**src/sv/ale_pkg.sv**
```systemverilog
// ----------------------------------------------------------------------------
// ale_pkg: shared types for the array list engine
// Request modes, result status codes, cell commands and controller states.
// ----------------------------------------------------------------------------
package ale_pkg;

  typedef enum logic [2:0] {
    MD_GET    = 3'd0,
    MD_SEARCH = 3'd1,
    MD_INSERT = 3'd2,
    MD_REMOVE = 3'd3,
    MD_SORT   = 3'd4
  } mode_t;

  typedef enum logic [1:0] {
    ST_OK   = 2'd0,
    ST_MISS = 2'd1,
    ST_FULL = 2'd2
  } status_t;

  typedef enum logic [1:0] {
    OP_HOLD,
    OP_INSERT,
    OP_REMOVE,
    OP_SORT
  } op_t;

  typedef enum logic {
    CS_IDLE,
    CS_SORT
  } ctl_state_t;

  localparam int PosWidth = 7;

  // Command broadcast from the controller to every cell.
  typedef struct packed {
    op_t                 op;
    logic [PosWidth-1:0] pos;
    logic                phase;
  } cmd_t;

endpackage

```
**src/sv/ale_cell.sv**
```systemverilog
// ----------------------------------------------------------------------------
// ale_cell: one slot of the list
// Holds one entry; shifts, places, or compare-exchanges with a neighbor.
// ----------------------------------------------------------------------------
module ale_cell #(
  parameter int DATA_WIDTH = 32,
  parameter int CNT_W      = 7,
  parameter int IDX        = 0
) (
  input  logic                          clk,
  input  ale_pkg::cmd_t                 cmd,
  input  logic [CNT_W-1:0]              count,
  input  logic signed [DATA_WIDTH-1:0]  value,
  input  logic signed [DATA_WIDTH-1:0]  left_data,
  input  logic signed [DATA_WIDTH-1:0]  right_data,
  output logic signed [DATA_WIDTH-1:0]  data,
  output logic                          hit,
  output logic [DATA_WIDTH-1:0]         sel_data
);
  import ale_pkg::*;

  localparam int CW = (CNT_W > PosWidth) ? CNT_W : PosWidth;
  localparam logic [CW-1:0] MyIdx  = CW'(IDX);
  localparam logic [CW-1:0] NextIdx = CW'(IDX + 1);
  localparam logic          MyPar  = 1'(IDX % 2);

  logic signed [DATA_WIDTH-1:0] entry;
  logic signed [DATA_WIDTH-1:0] entry_next;
  logic [CW-1:0]                pos_w;
  logic [CW-1:0]                cnt_w;

  assign pos_w = CW'(cmd.pos);
  assign cnt_w = CW'(count);

  always_comb begin
    entry_next = entry;
    case (cmd.op)
      OP_INSERT: begin
        if (MyIdx == pos_w) begin
          entry_next = value;
        end else if (MyIdx > pos_w) begin
          entry_next = left_data;
        end
      end
      OP_REMOVE: begin
        if (MyIdx >= pos_w) begin
          entry_next = right_data;
        end
      end
      OP_SORT: begin
        if (MyPar == cmd.phase) begin
          // low side of a pair: keep the smaller
          if (NextIdx < cnt_w && right_data < entry) begin
            entry_next = right_data;
          end
        end else begin
          // high side of a pair: keep the larger
          if (IDX > 0 && MyIdx < cnt_w && left_data > entry) begin
            entry_next = left_data;
          end
        end
      end
      default: entry_next = entry;
    endcase
  end

  always_ff @(posedge clk) begin
    entry <= entry_next;
  end

  assign data     = entry;
  assign hit      = (entry == value) && (MyIdx < cnt_w);
  assign sel_data = (MyIdx == pos_w) ? entry : '0;

endmodule

```
**config.mk**
```make
export PLATFORM = sky130hd
export DESIGN_NAME = ale_cell
export DESIGN_NICKNAME = d
export VERILOG_FILES = /design/src/sv/ale_pkg.sv /design/src/sv/ale_cell.sv
export SDC_FILE = /design/constraint.sdc
export NUM_CORES = 1
export LEC_CHECK = 0
export BUFFER_PORTS_ARGS = -buffer_cell sky130_fd_sc_hd__buf_2
export CORE_ASPECT_RATIO = 2
export CORE_MARGIN = 2
export CORE_UTILIZATION = 45
export CTS_BUF_LIST = sky130_fd_sc_hd__clkbuf_4 sky130_fd_sc_hd__clkbuf_8
export CTS_CLUSTER_DIAMETER = 30
export DETAILED_ROUTE_END_ITERATION = 8
export PLACE_DENSITY = 0.81
export REMOVE_ABC_BUFFERS = 1
export SLEW_MARGIN = 20
export SYNTH_ARGS = -nofsm -noshare
export SYNTH_HDL_FRONTEND = slang
export SYNTH_SLANG_ARGS = --single-unit
```
**constraint.sdc**
```tcl
create_clock -name clk -period 4.4 [get_ports clk]
set_input_delay 0 -clock clk [delete_from_list [all_inputs] [get_ports clk]]
set_output_delay 0 -clock clk [all_outputs]
set_load 0.05 [all_outputs]
```
==> run summary <==
crit share post-route = 0.767
Yosys cell types = 27
Clk Latency, worst-skew pair = 0.28 ns
Final GP Congestion = 0.890
Fin. Hold Viols = 0
P_sw = 0.000253 W
FF+latch count, synth = 32
# port buffers = 178
CTS clk-pin slew, worst paths = 0.07 ns
hold path cells = 3
Top Layer Used = met4
Reg2Reg Depth = 7
crit path launch type = flip-flop
synthesized area per cell = 8.96 µm²
met2 routed WL = 5.68 mm
Final setup viols = 0
CORE AREA = 6570 µm²
global-route congestion overflow total = 0
share of cells above drive strength 1 = 0.370
vias = 3119
WL met3 = 377 µm
# rows = 42
number of H-tree levels = 2
minimum clock period = 3.37 ns
Post-Route WL = 9.79 mm
Reg2Reg Setup Slack = 1.03 ns
combinational share of power = 0.276
CTS tree = built
via/cell ratio = 5.18
initial antenna violation count = 0
outcome = completed
Chip Width = 62.2 µm
Pleak = 2.03 nW
TNS Setup = 0 ns
commonest non-fill, non-tap cell in the layout = buf_2
Area Growth Syn to Fin = 34.0%
total CTS buffers = 5
clock tree buffer depth = 2
Pwr Density = 200 nW/µm²
Initial Util = 0.464
Hold WS = 0.0243 ns
Hold Path Class = in2reg
top cell type's share of synthesized area = 0.315
first-pass GRT wire length = 15.2 mm
num ports = 179
endpoint of the worst hold path = data[11]
fin nets = 658
largest net degree at the start of global routing = 67
Synth warnings = 0
worst-case vdd ir drop = 0.179 mV
top cells by area, synth = edfxtp_1 32%, ha_1 13%, mux2i_1 11%
area post-placement = 4000 µm²
max reg flops = 32
Layout Skew = 0.00382 ns
clk root buf = clkbuf_8
Sw Ratio = 0.310
Final ANT Viol Nets = 0
GRT Total Usage = 0.261
first-pass detailed-route iteration total = 4
MaxCap Viol Count = 0
Critical R2R Capture = data[28]
hold_sp = right_data[11]
r2r startpoint = data[1]
Syn Std Cell Area = 3050 µm²
Final Max Slew Viols = 0
sequential share of the synthesized area = 0.315
drt wl/cell = 16.3 µm
DPL Wire Length = 7.97 mm
# clock sinks = 32
post-cts resize count = 0
hold buffer count at cts = 0
RSZ-0062 raised after global routing = no
Worst-Margin Slew = 1.06 ns
Fmax achieved = 0.296 GHz
Post-CTS Setup Inserts = 0
WL met1 = 3.32 mm
Internal = 0.000563 W
die area = 7490 µm²
critical-path maximum fanout = 32
worst path required time = 4.30 ns
area leader, netlist = edfxtp_1
Die Y = 120 µm
Syn Inst Count = 340
clock power share = 0.284
Flop pwr share = 0.440
antenna cells = 0
critical path class = reg2reg
DRC = 0
most frequent cells in the layout = 178 x buf_2, 39 x nand2_1, 33 x inv_1, 33 x xor2_1
Rel. slew slack = 0.292
DRT iter0 DRCs = 127
Final Cell Area = 4080 µm²
vias in the first global route = 3239
capturing element type of the critical path = flip-flop
Worst EP arrival = 3.27 ns
[cell usage after synthesis (all sizes together)]
cell      n
a211o     2
edfxtp   32
o21ai    39
ha       31
nand3     3
a22oi     1
nand4b    1
or4       1
a2111oi   3
and2     32
inv      33
nand2    39
nand2b    1
buf       4
a21o      2
nor4     11
nand4     8
or3       1
xor2     33
nor3      2
nor2      6
clkbuf   10
a21oi    13
mux2i    32
[layer usage]
| layer | global-route usage | up-vias |
|---|---|---|
| li1 | - | 1535 |
| met1 | 0.246 | 1450 |
| met2 | 0.528 | 109 |
| met3 | 0.0335 | 25 |
| met4 | 0.140 | 0 |
| met5 | 0 | - |
[power groups by stage]
stage          combinational, W  sequential, W  clock (W)
2_1_floorplan         0.0000859       0.000393          0
3_3_place_gp           0.000218       0.000365          0
3_5_place_dp           0.000225       0.000365          0
4_1_cts                0.000226       0.000359   0.000236
5_1_grt                0.000247       0.000360   0.000252
6_report               0.000225       0.000359   0.000232
[cell families after synthesis]
kind of cell,after synthesis,synth area share
adder cells (fa/ha/maj),31,0.127
flip-flops,32,0.315
AO/OA/AOI/OAI,60,0.107
buffers and inverters,47,0.0665
AND/OR/NAND/NOR,105,0.184
multiplexers,32,0.105
XOR/XNOR,33,0.0948
[critical path, cell delays in order (launching register included)]
cell	delay (ns)
edfxtp_1	0.43
inv_1	0.08
ha_1	0.22
a2111oi_0	0.38
a2111oi_0	0.13
a2111oi_0	0.56
o21ai_0	0.28
o21ai_4	0.88
[final cells by class]
class                           instances  area, µm²
Timing Repair Buffer                  180        906
Clock inverter                          1       3.75
Clock buffer                            7       83.8
Fill cell                             615       2480
Multi-Input combinational cell        261       1900
Sequential cell                        32        961
Tap cell                               88        110
Inverter                               33        124
[metrics by stage]
stage	utilization	setup slack (ns)	instances	power (W)
3_5_place_dp	0.608	1.03	594	0.000591
2_1_floorplan	-	0.0987	326	0.000479
3_3_place_gp	0.608	1.15	594	0.000583
6_report	0.622	1.03	602	0.000816
4_1_cts	0.622	1.03	602	0.000821
5_1_grt	0.622	0.611	602	0.000859
[worst max-delay path by stage]
stage	start	endpoint	slack, ns	cells past startpoint
4_1_cts	data[1]	data[26]	1.03	7
3_3_place_gp	data[1]	data[18]	1.15	7
3_5_place_dp	data[1]	data[24]	1.03	7
6_report	data[1]	data[28]	1.03	7
2_1_floorplan	cmd[5]	data[0]	0.1	4
5_1_grt	data[1]	data[28]	0.61	7
(Power assumes the default switching activity.)
