$ cat config.mk
export PLATFORM = sky130hd
export DESIGN_NAME = ale_ctrl
export DESIGN_NICKNAME = d
export VERILOG_FILES = /design/src/sv/ale_pkg.sv /design/src/sv/ale_ctrl.sv
export SDC_FILE = /design/constraint.sdc
export NUM_CORES = 1
export LEC_CHECK = 0
export ABC_CLOCK_PERIOD_IN_PS = 5050
export BUFFER_PORTS_ARGS = -buffer_cell sky130_fd_sc_hd__buf_2
export CAP_MARGIN = 20
export CORE_AREA = 8 8 103 114
export DETAILED_ROUTE_END_ITERATION = 8
export DIE_AREA = 0 0 111 122
export HOLD_SLACK_MARGIN = 0.02
export PLACE_DENSITY_LB_ADDON = 0.2
export SYNTH_ARGS = -nofsm -noshare
export SYNTH_HDL_FRONTEND = slang
export SYNTH_SLANG_ARGS = --single-unit
$ cat constraint.sdc
create_clock -name clk -period 5.05 [get_ports clk]
set_input_delay 0.2525 -clock clk [delete_from_list [all_inputs] [get_ports clk]]
set_output_delay 0.2525 -clock clk [all_outputs]
set_load 0.02 [all_outputs]
$ cat src/sv/ale_pkg.sv
// ----------------------------------------------------------------------------
// ale_pkg: shared types for the array list engine
// Request modes, result status codes, cell commands and controller states.
// ----------------------------------------------------------------------------
package ale_pkg;

  typedef enum logic [2:0] {
    MD_GET    = 3'd0,
    MD_SEARCH = 3'd1,
    MD_INSERT = 3'd2,
    MD_REMOVE = 3'd3,
    MD_SORT   = 3'd4
  } mode_t;

  typedef enum logic [1:0] {
    ST_OK   = 2'd0,
    ST_MISS = 2'd1,
    ST_FULL = 2'd2
  } status_t;

  typedef enum logic [1:0] {
    OP_HOLD,
    OP_INSERT,
    OP_REMOVE,
    OP_SORT
  } op_t;

  typedef enum logic {
    CS_IDLE,
    CS_SORT
  } ctl_state_t;

  localparam int PosWidth = 7;

  // Command broadcast from the controller to every cell.
  typedef struct packed {
    op_t                 op;
    logic [PosWidth-1:0] pos;
    logic                phase;
  } cmd_t;

endpackage

$ cat src/sv/ale_ctrl.sv
// ----------------------------------------------------------------------------
// ale_ctrl: request sequencer and result register
// Decodes requests, drives the cell command, tracks the count, runs sort.
// ----------------------------------------------------------------------------
module ale_ctrl #(
  parameter int CAPACITY   = 64,
  parameter int DATA_WIDTH = 32
) (
  input  logic                                 clk,
  input  logic                                 rst,
  input  logic                                 in_valid,
  output logic                                 in_ready,
  input  logic [2:0]                           mode,
  input  logic [ale_pkg::PosWidth-1:0]         position,
  input  logic                                 any_hit,
  input  logic [$clog2(CAPACITY)-1:0]          hit_pos,
  input  logic signed [DATA_WIDTH-1:0]         rd_word,
  output ale_pkg::cmd_t                        cmd,
  output logic [$clog2(CAPACITY+1)-1:0]        count,
  output logic                                 out_valid,
  input  logic                                 out_ready,
  output logic [1:0]                           status,
  output logic [5:0]                           found_position,
  output logic signed [31:0]                   read_value,
  output logic [6:0]                           live_count
);
  import ale_pkg::*;

  localparam int CNT_W = $clog2(CAPACITY + 1);
  localparam int CW    = (CNT_W > PosWidth) ? CNT_W : PosWidth;
  localparam logic [CNT_W-1:0] CapCount = CNT_W'(CAPACITY);

  ctl_state_t        state;
  ctl_state_t        state_next;
  logic [CNT_W-1:0]  count_next;
  logic [CNT_W-1:0]  remaining;
  logic [CNT_W-1:0]  remaining_next;
  logic              accept;
  logic              load;
  status_t           res_status;
  logic [5:0]        res_found;
  logic signed [31:0] res_read;
  logic [CW-1:0]     pos_w;
  logic [CW-1:0]     cnt_w;

  assign in_ready = (state == CS_IDLE) && (!out_valid || out_ready);
  assign accept   = in_valid && in_ready;
  assign pos_w    = CW'(position);
  assign cnt_w    = CW'(count);

  always_comb begin
    state_next     = state;
    count_next     = count;
    remaining_next = remaining;
    load           = 1'b0;
    res_status     = ST_MISS;
    res_found      = '0;
    res_read       = '0;
    cmd.op         = OP_HOLD;
    cmd.pos        = position;
    cmd.phase      = remaining[0];
    unique case (state)
      CS_IDLE: begin
        if (accept) begin
          load = 1'b1;
          case (mode)
            MD_GET: begin
              if (pos_w < cnt_w) begin
                res_status = ST_OK;
                res_read   = 32'(rd_word);
              end
            end
            MD_SEARCH: begin
              if (any_hit) begin
                res_status = ST_OK;
                res_found  = 6'(hit_pos);
              end
            end
            MD_INSERT: begin
              if (count >= CapCount) begin
                res_status = ST_FULL;
              end else if (pos_w <= cnt_w) begin
                res_status = ST_OK;
                cmd.op     = OP_INSERT;
                count_next = count + 1'b1;
              end
            end
            MD_REMOVE: begin
              if (pos_w < cnt_w) begin
                res_status = ST_OK;
                cmd.op     = OP_REMOVE;
                count_next = count - 1'b1;
              end
            end
            MD_SORT: begin
              res_status = ST_OK;
              if (count > CNT_W'(1)) begin
                // hold the result until the last transposition phase
                load           = 1'b0;
                remaining_next = count;
                state_next     = CS_SORT;
              end
            end
            default: res_status = ST_MISS;
          endcase
        end
      end
      CS_SORT: begin
        cmd.op         = OP_SORT;
        res_status     = ST_OK;
        remaining_next = remaining - 1'b1;
        if (remaining == CNT_W'(1)) begin
          load       = 1'b1;
          state_next = CS_IDLE;
        end
      end
      default: state_next = CS_IDLE;
    endcase
  end

  always_ff @(posedge clk) begin
    if (rst) begin
      state     <= CS_IDLE;
      count     <= '0;
      remaining <= '0;
      out_valid <= 1'b0;
    end else begin
      state     <= state_next;
      count     <= count_next;
      remaining <= remaining_next;
      if (load) begin
        out_valid <= 1'b1;
      end else if (out_ready) begin
        out_valid <= 1'b0;
      end
    end
  end

  always_ff @(posedge clk) begin
    if (load) begin
      status         <= res_status;
      found_position <= res_found;
      read_value     <= res_read;
      live_count     <= 7'(count_next);
    end
  end

`ifndef SYNTHESIS
  a_count_bound: assert property (@(posedge clk) disable iff (rst)
    count <= CapCount)
    else $error("live count above capacity");

  a_full_insert: assert property (@(posedge clk) disable iff (rst)
    (accept && mode == MD_INSERT && count == CapCount)
      |=> (out_valid && status == ST_FULL && count == $past(count)))
    else $error("insert into full list not flagged");

  a_sort_count: assert property (@(posedge clk) disable iff (rst)
    (state == CS_SORT) |=> (count == $past(count)))
    else $error("count moved during sort");

  a_sort_quiet: assert property (@(posedge clk) disable iff (rst)
    (state == CS_SORT) |-> !out_valid)
    else $error("result shown while sort still running");
`endif

endmodule

==> impl_metrics.ini <==
[outcome]
status = finished, final reports clean

[timing]
final-hold-violation-count = 0
final_period_minus_worst_setup_slack_ns = 2.71
finalSetupViolCount = 0
slew_headroom_pct = 30.6
timing.final.crit_share_pct = 53.7
rsz0062_at_grt = no
finClkSkew_ns = 0.00709
final_max_slew_viol_count = 0
setup-tns-final_ns = 0
tightest_slew_ns = 1.04
max_freq_ghz = 0.369
fin_ws_ns = 2.34

[logic_synthesis]
synth_area_mm2 = 0.00316
synth-async-reset-ratio_pct = 0
synth_top_area_cell = edfxtp_1
synth_warnings = 0
synth-edff-count = 47
yosys-top-cells-area = edfxtp_1 (45%), dfxtp_1 (10%), and3_1 (7.1%)
synthCells = 279
synthesis.nets = 344
synth_seq_cells = 63
synthFlopType = edfxtp_1
ys_types = 54
synth-seq-area-share_pct = 54.9
avgSynthCellArea_um2 = 11.3
synth_top_cell_area_share_pct = 44.7

[power_and_ir_drop]
ir_drop_uv = 97.3
p_leak_nw = 1.79
powerDensity_mw_per_mm2 = 288

[route]
wl_met3_um = 710
viasPerCell = 5.07
routed-via-count = 2613
highest_layer = met4
firstDrtPassIters = 4
routed_wl_mm = 8.89
routedWlPerCell_um = 17.3
drc_errors = 0
ant_nets = 0
initialDrtViolationCount = 92
dr_wl_met2_mm = 3.98
wl_met1_mm = 4.06

[clock_network]
cts_inserted_buffers = 9
postCtsSetupBuffers = 0
root_buffer = clkbuf_8
clockBufferDepth = 2
clk_latency_ns = 0.33
cts_resized = 0
cts_tree = done
hold_buffers = 0
clk_pin_slew_ns = 0.07
cts.sinks = 63
h-tree-depth = 3

[cells_and_area]
final_common_cell = buf_2
drive_above_1_share_pct = 37.5
area_growth_pct = 27.0
fillCellCount = 965
final_area_mm2 = 0.00401
fin_nets = 456
n_antenna_cell = 0
final_cell_mix = buf_2 (118), edfxtp_1 (47), and3_1 (36)

[placement]
place.port_buffers = 118
placed_cell_area_mm2 = 0.00382
dpl.hpwl_mm = 6.70
gp_congestion = 0.855
dp_worst_setup_slack_ns = 2.02

[setup_path]
cp-start-kind = flip-flop
worstPathArrival_ns = 2.66
crit_path_end_kind = flip-flop
critical_path_class = flip-flop to flip-flop
crit_required_ns = 5.00
cp_max_fo = 47

[floorplanning]
num_rows = 38
die_area_mm2 = 0.0135
io_pins = 119
die_w_um = 111
core_mm2 = 0.00975
start_util_pct = 32.4
die_y_um = 122

[global_route]
grt_overflow = 0
gr-usage-all-layers_pct = 13.1
grt_pass1_wl_mm = 14.2
antenna_found_initial = 0
grt_start_max_net_pins = 48
grt_pass1_vias = 2585

[min_path]
min_path_type = input port to flip-flop

[flow_run]
maxCapViolCount = 0
## final timing paths
check,startpoint,to,slack [ns],cells past startpoint
max reg2reg,count[0],read_value[16],2.34,5
min reg2reg,remaining[3],remaining[3],0.50,2
min,hit_pos[4],found_position[4],0.19,2
max,count[0],read_value[16],2.34,5
## cell families after synthesis
logic type / share of synthesized area (%)
DFF: 54.9
adders and majority gates: 4.76
muxes: 1.31
xor gates and xnor gates: 0.555
and+or+nand+nor: 24.0
AOI/OAI and AO/OA: 9.83
buffers and inverters: 4.68
## synth_stat cells (2+ instances only)
cell type / n
nand3b_1: 3
nand4_1: 3
o21ai_2: 2
o211ai_1: 3
xnor2_1: 2
and3_1: 36
edfxtp_1: 47
nand3_1: 6
clkbuf_1: 10
dfxtp_1: 16
a211oi_1: 2
nor3_1: 12
nor3b_1: 3
nand2b_1: 5
nor2_1: 12
buf_4: 8
nand2_1: 17
nor4_1: 2
or2_1: 2
a22oi_1: 2
o21ai_1: 3
a21oi_1: 9
inv_1: 12
nor2b_1: 6
a2111oi_2: 2
mux2i_1: 3
ha_1: 12
and2_1: 9
a31oi_1: 5
## cell type report
| cell class | instances | area [µm²] | share of cell area [%] |
|---|---|---|---|
| clock buffers | 9 | 124 | 3.09 |
| clock inverters | 6 | 52.6 | 1.31 |
| inverters | 12 | 45.0 | 1.12 |
| well taps | 120 | 150 | 3.75 |
| repair buffers | 120 | 617 | 15.4 |
| flip-flops and latches | 63 | 1730 | 43.2 |
| multi-input cells | 185 | 1290 | 32.1 |
## sequential cells by signal, indices dropped and copies added, names as in the netlist
signal	flops
count	7
found_position	6
live_count	7
out_valid	1
read_value	32
remaining	7
state	1
status	2
## through the flow
step           hold slack, ns  std cells  util, %  power [mW]
2_1_floorplan           0.321        279        -       0.696
5_1_grt                 0.173        515     41.1        1.21
3_3_place_gp            0.475        498     39.1       0.758
4_1_cts                 0.172        514     41.0        1.17
6_report                0.193        515     41.1        1.16
3_5_place_dp            0.487        499     39.2       0.760
## power by group
part           leakage [nW]  internal (mW)  switching [mW]
combinational          1.10         0.0535           0.103
clock                0.0853          0.218           0.190
sequential            0.604          0.582         0.00880
## per-layer routing
metal	up-vias	GRT usage, %
li1	1259	-
met1	1226	16.2
met2	114	20.4
met3	14	4.87
met4	0	4.99
met5	-	0
## critical path, stage by stage, from the launching register on
cell	delay (ns)
dfxtp_1	0.58
ha_1	0.21
o21ba_2	0.17
o41ai_4	0.36
a22oi_1	0.19
inv_2	0.78
Note: power is estimated with default switching activity, not from simulation.
